**src/rtl/core/crc8bpf_pkg.sv**
```systemverilog
// Package for the CRC-8 byte pair framer.
// Holds the item types, register codes and the CRC-8 byte update function.
// Depends on nothing.
package crc8bpf_pkg;

   localparam logic [7:0] CrcPoly = 8'h07;
   localparam logic [7:0] ReadBit = 8'h01;
   localparam logic [7:0] TopBit  = 8'h80;

   localparam int CsrIndexWidth = 1;
   localparam int CsrDataWidth  = 8;

   localparam logic [CsrIndexWidth-1:0] CsrDeviceAddress = 1'd0;
   localparam logic [CsrIndexWidth-1:0] CsrCrcEnable     = 1'd1;

   localparam logic [6:0] DeviceAddressReset = 7'd0;
   localparam logic       CrcEnableReset     = 1'b1;

   typedef struct packed {
      logic       kind;
      logic       first_byte;
      logic       last_byte;
      logic [7:0] register_address;
      logic [7:0] payload_byte;
      logic [7:0] received_crc;
   } req_type;

   typedef struct packed {
      logic [7:0] data_out;
      logic [7:0] crc_out;
      logic       crc_match;
      logic       fault;
      logic       end_of_run;
   } rsp_type;

   typedef struct packed {
      logic [6:0] device_address;
      logic       crc_enable;
   } cfg_type;

   function automatic logic [7:0] crc_feed(input logic [7:0] crc_in,
                                           input logic [7:0] byte_in);
      logic [7:0] c;
      c = crc_in ^ byte_in;
      for (int b = 0; b < 8; b++) begin
         if ((c & TopBit) != 8'd0) begin
            c = (c << 1) ^ CrcPoly;
         end else begin
            c = c << 1;
         end
      end
      return c;
   endfunction

endpackage

```
**src/rtl/core/crc8bpf_csr.sv**
```systemverilog
// Configuration registers of the CRC-8 byte pair framer.
// Depends on crc8bpf_pkg for the register codes and the configuration type.
module crc8bpf_csr (
   input  logic                                    clock,
   input  logic                                    reset,
   input  logic                                    csr_valid,
   output logic                                    csr_ready,
   input  logic [crc8bpf_pkg::CsrIndexWidth-1:0]   csr_index,
   input  logic [crc8bpf_pkg::CsrDataWidth-1:0]    csr_data,
   output crc8bpf_pkg::cfg_type                    cfg
);

   logic [6:0] device_address_ff;
   logic       crc_enable_ff;

   assign csr_ready = 1'b1;

   always_ff @(posedge clock) begin
      if (reset) begin
         device_address_ff <= crc8bpf_pkg::DeviceAddressReset;
         crc_enable_ff     <= crc8bpf_pkg::CrcEnableReset;
      end else if (csr_valid && csr_ready) begin
         case (csr_index)
            crc8bpf_pkg::CsrDeviceAddress: begin
               device_address_ff <= csr_data[6:0];
            end
            crc8bpf_pkg::CsrCrcEnable: begin
               crc_enable_ff <= csr_data[0];
            end
            default: begin
            end
         endcase
      end
   end

   assign cfg.device_address = device_address_ff;
   assign cfg.crc_enable     = crc_enable_ff;

endmodule

```
**src/rtl/core/crc8bpf_crc.sv**
```systemverilog
// CRC-8 computation and check for one item of the byte pair framer.
// Depends on crc8bpf_pkg for the item types and the byte update function.
module crc8bpf_crc (
   input  crc8bpf_pkg::cfg_type cfg,
   input  crc8bpf_pkg::req_type item,
   output logic [7:0]           crc_out,
   output logic                 crc_match
);

   logic [7:0] addr_w;
   logic [7:0] addr_r;
   logic [7:0] crc_head;
   logic [7:0] crc_pre;
   logic [7:0] crc_full;

   assign addr_w = {cfg.device_address, 1'b0};
   assign addr_r = addr_w | crc8bpf_pkg::ReadBit;

   always_comb begin
      crc_head = crc8bpf_pkg::crc_feed(crc8bpf_pkg::crc_feed(8'd0, addr_w),
                                       item.register_address);
      if (!item.first_byte) begin
         crc_pre = 8'd0;
      end else if (item.kind) begin
         crc_pre = crc8bpf_pkg::crc_feed(crc_head, addr_r);
      end else begin
         crc_pre = crc_head;
      end
      crc_full  = crc8bpf_pkg::crc_feed(crc_pre, item.payload_byte);
      crc_out   = cfg.crc_enable ? crc_full : 8'd0;
      crc_match = !(cfg.crc_enable && item.kind && (crc_full != item.received_crc));
   end

endmodule

```
**src/rtl/core/crc8_byte_pair_framer.sv**
```systemverilog
// Top level of the CRC-8 byte pair framer.
// Depends on crc8bpf_pkg, crc8bpf_csr and crc8bpf_crc.
//
// Each item carries one payload byte and gives one result item with the
// byte, its CRC-8 (polynomial 0x07, initial value 0), a match flag for
// received read bytes and a fault flag that stays set until the transaction
// ends. The block takes one item per cycle while its output is not stalled:
// an item goes into an input register, the CRC over up to four bytes is
// formed from that register and lands in the result register when that is free;
// the result is offered from there. The fault flag of a transaction is tracked as
// items move into the result register. Configuration writes complete at once.
module crc8_byte_pair_framer (
   input  logic                                    clock,
   input  logic                                    reset,
   input  logic                                    req_valid,
   output logic                                    req_ready,
   input  crc8bpf_pkg::req_type                    req_data,
   output logic                                    rsp_valid,
   input  logic                                    rsp_ready,
   output crc8bpf_pkg::rsp_type                    rsp_data,
   input  logic                                    csr_valid,
   output logic                                    csr_ready,
   input  logic [crc8bpf_pkg::CsrIndexWidth-1:0]   csr_index,
   input  logic [crc8bpf_pkg::CsrDataWidth-1:0]    csr_data
);

   crc8bpf_pkg::cfg_type cfg;
   crc8bpf_pkg::req_type item_ff;
   crc8bpf_pkg::rsp_type rsp_ff;
   crc8bpf_pkg::rsp_type rsp_in;
   logic                 item_valid_ff;
   logic                 rsp_valid_ff;
   logic                 fault_seen_ff;
   logic                 fault_seen_in;
   logic                 out_free;
   logic                 advance;
   logic [7:0]           crc_value;
   logic                 crc_match;
   logic                 fault_now;

   crc8bpf_csr u_csr (
      .clock     (clock),
      .reset     (reset),
      .csr_valid (csr_valid),
      .csr_ready (csr_ready),
      .csr_index (csr_index),
      .csr_data  (csr_data),
      .cfg       (cfg)
   );

   crc8bpf_crc u_crc (
      .cfg       (cfg),
      .item      (item_ff),
      .crc_out   (crc_value),
      .crc_match (crc_match)
   );

   assign out_free  = !rsp_valid_ff || rsp_ready;
   assign advance   = item_valid_ff && out_free;
   assign req_ready = !item_valid_ff || out_free;

   always_comb begin
      fault_now            = (!item_ff.first_byte && fault_seen_ff) || !crc_match;
      fault_seen_in        = fault_now && !item_ff.last_byte;
      rsp_in.data_out      = item_ff.payload_byte;
      rsp_in.crc_out       = crc_value;
      rsp_in.crc_match     = crc_match;
      rsp_in.fault         = fault_now;
      rsp_in.end_of_run    = item_ff.last_byte;
   end

   always_ff @(posedge clock) begin
      if (reset) begin
         item_valid_ff <= 1'b0;
         rsp_valid_ff  <= 1'b0;
         fault_seen_ff <= 1'b0;
      end else begin
         if (req_ready) begin
            item_valid_ff <= req_valid;
         end
         if (out_free) begin
            rsp_valid_ff <= item_valid_ff;
         end
         if (advance) begin
            fault_seen_ff <= fault_seen_in;
         end
      end
   end

   always_ff @(posedge clock) begin
      if (req_valid && req_ready) begin
         item_ff <= req_data;
      end
      if (advance) begin
         rsp_ff <= rsp_in;
      end
   end

   assign rsp_valid = rsp_valid_ff;
   assign rsp_data  = rsp_ff;

endmodule

```
**config.mk**
```make
export PLATFORM = sky130hd
export DESIGN_NAME = crc8_byte_pair_framer
export DESIGN_NICKNAME = d
export VERILOG_FILES = /design/src/rtl/core/crc8bpf_pkg.sv /design/src/rtl/core/crc8bpf_csr.sv /design/src/rtl/core/crc8bpf_crc.sv /design/src/rtl/core/crc8_byte_pair_framer.sv
export SDC_FILE = /design/constraint.sdc
export NUM_CORES = 1
export LEC_CHECK = 0
export ABC_AREA = 1
export ABC_CLOCK_PERIOD_IN_PS = 5250
export BUFFER_PORTS_ARGS = -buffer_cell sky130_fd_sc_hd__buf_2
export CORE_MARGIN = 2
export CORE_UTILIZATION = 40
export CTS_BUF_LIST = sky130_fd_sc_hd__clkbuf_4 sky130_fd_sc_hd__clkbuf_8 sky130_fd_sc_hd__clkbuf_16
export DETAILED_ROUTE_END_ITERATION = 10
export PLACE_DENSITY = 0.63
export SETUP_SLACK_MARGIN = 0.05
export SYNTH_ARGS = -nofsm -noshare
export SYNTH_HDL_FRONTEND = slang
export SYNTH_SLANG_ARGS = --single-unit
```
**constraint.sdc**
```tcl
create_clock -name clock -period 5.25 [get_ports clock]
set_input_delay 0.7875 -clock clock [delete_from_list [all_inputs] [get_ports clock]]
set_output_delay 0.7875 -clock clock [all_outputs]
set_load 0.01 [all_outputs]
```
==> metrics.txt <==
FFs w/ async S/R, synth=0%; DP HPWL=6978 um; synth top area cells=edfxtp_1 (34%), nand2_1 (19%), nand3_1 (11%), nand2_2 (9.5%), dfxtp_1 (5.5%); critical path data required time=5.35 ns; final worst path period need=3.381 ns; Setup violations, final=0; Hold Fails Final Rpt=0; RSZ-0062 raised after global routing=false; Seq/Total Area, Yosys=39.84%; Non-Filler Instances=753; PwrDens=353.3 nW/um^2; Critical Path AT=3.48 ns; reg2reg path depth=29; Syn Area/Cell=7.336 sq um; Critical Path Slowest Stage Cell=dfxtp_1; CP startpoint=u_csr.device_address_ff[5]; reg2reg end=rsp_data[1]; # diodes=0; max frequency=295.8 MHz; Post-Syn Area=4020 sq um; Die H=104.3 um; fin crit share=64.39%; H-tree depth=3; Critical R2R Launch=u_csr.device_address_ff[5]; CTS buffer count=9; Slew Viols, Final=0; final WL=8846 um; Worst-Skew Late Latency=0.35 ns; synth-to-layout area growth=15.62%; Worst Hold Depth=0; width of the die=104.3 um; Syn Nets=589; Inst Count DP=737; first-pass GRT wire length=15290 um; antenna-violating nets left=0; io pins=63; worst clock skew=0.007866 ns; maximum buffer depth of the clock tree=2; CP Capture Point=rsp_data[1]; CP dominant cell by count=nand2_1; core area=9774 sq um; Crit Path Class=reg2reg; Resized Gates After CTS=0; commonest cells in the netlist=nand2_1 (205), nand3_1 (89), nand2_2 (61), edfxtp_1 (46), inv_1 (39); full die area=10870 sq um; Yosys Warn Count=0; max_slew headroom=22.70%; flops & latches, synth=57; largest net degree at the start of global routing=28; fillcell total=981; Synth Instances=548; Setup Fix Bufs, Post-CTS=0; row count=36; Hold Startpoint=item_ff[24]; Avg WL per Cell=11.75 um; hold buffers post-CTS=0; setup TNS=0 ns; layout cells sized above 1=28.06%; clock root buffer=clkbuf_8; vias per inst=4.878; DR iter-0 viols=131; met1 Use GR=21.19%; Post-synth EDFFs=46; M2 GR Usage=29.37%; most common cell in the synthesized netlist=nand2_1; Sink Count=57; nets=656; Leakage=2.304 nW; vias post-DR=3673; Residual DRC=0; GR Util met3=4.449%; post-synth top area share=34.36%; post-synth cell types=27; CP startpoint kind=flop; Max rail drop VDD=0.0001866 V; Worst-path clk slew=0.06 ns; status=completed; Max FO, Critical Path=9; dominant synthesized flop cell=edfxtp_1; PortBufs=60; crit path capture type=flop; GRT Max-Usage Layer=met2; Initial Utilization=41.13%; total grt overflow=0; MaxCap Viol Count=0; initial antenna violation count=0; CTS tree=done; Max stage delay on crit path=0.55 ns; Tightest Hold Check Type=reg2reg; All-Layer GR Usage=17.55%; worst-margin pin slew=1.158 ns; Worst R2R Setup Slack=1.87 ns; vias in the first global route=3467; cell accounting for the most synthesized area=edfxtp_1; Final GP Congestion=0.8879; drt first pass iters=5
==> critical path, delay by kind of cell, from the launching register on <==
family,cells,cell delay [ns]
DFF,1,0.55
and+or+nand+nor,27,2.28
buffers and inverters,2,0.29
==> power by group <==
part / total [W] / switching (W) / internal (W)
sequential: 0.000552 / 0.0000215 / 0.000530
combinational: 0.000695 / 0.000459 / 0.000236
clock: 0.000395 / 0.000171 / 0.000224
==> per-layer routing <==
metal	part of all wire, %	routed length (um)
met5	0	0
met4	2.2	199
met3	5.1	448
met2	48	4205
met1	45	3991
==> state kept, by name (all words and copies together), names as in the netlist <==
register,count
rsp_valid,1
rsp_data,19
item_valid_ff,1
item_ff,27
fault_seen_ff,1
u_csr.crc_enable_ff,1
u_csr.device_address_ff,7
==> area by class of cell <==
type	count	area (sq um)	area share (%)
well taps	133	166.4	3.580
multi-input cells	431	2170	46.68
inverters	56	225.2	4.845
clock buffers	11	138.9	2.988
clock inverters	5	46.29	0.9960
flip-flops and latches	57	1602	34.45
repair buffers	60	300.3	6.460
==> worst min path at each step <==
stage | to
floorplan | rsp_data[0]
global placement | rsp_data[0]
detailed placement | rsp_data[0]
CTS | rsp_data[0]
global route | rsp_data[0]
finish | rsp_data[0]
==> metrics by stage <==
step / util (%) / hold WS (ns) / cell area, sq um / worst slack (ns) / total power (W)
finish: 47.56 / 0.4549 / 4648 / 1.869 / 0.001642
global route: 47.56 / 0.4698 / 4648 / 1.419 / 0.001778
CTS: 47.56 / 0.4595 / 4648 / 1.860 / 0.001657
detailed placement: 45.66 / 0.4451 / 4463 / 1.875 / 0.001256
global placement: 45.66 / 0.4376 / 4463 / 2.001 / 0.001234
floorplan: - / 0.4272 / 4020 / 2.520 / 0.001119
==> cells by family after synthesis <==
logic type,count (synthesis),share of synthesized area (%)
DFF,57,39.84
AOI/OAI and AO/OA,30,4.015
and+or+nand+nor,398,49.08
other,1,0.09328
buffers and inverters,60,6.193
xor gates and xnor gates,2,0.7781
==> placed cells by master, fill, tap and decap left out, drive strengths merged <==
master / n
a21boi: 1
a21oi: 17
a311o: 1
buf: 60
bufinv: 1
clkbuf: 11
clkinv: 8
conb: 1
dfxtp: 11
edfxtp: 46
inv: 52
nand2: 277
nand3: 102
nand3b: 3
nand4: 4
nor2: 12
o21ai: 11
xnor3: 1
xor2: 1
No activity file was read; power rests on OpenSTA's default activity.
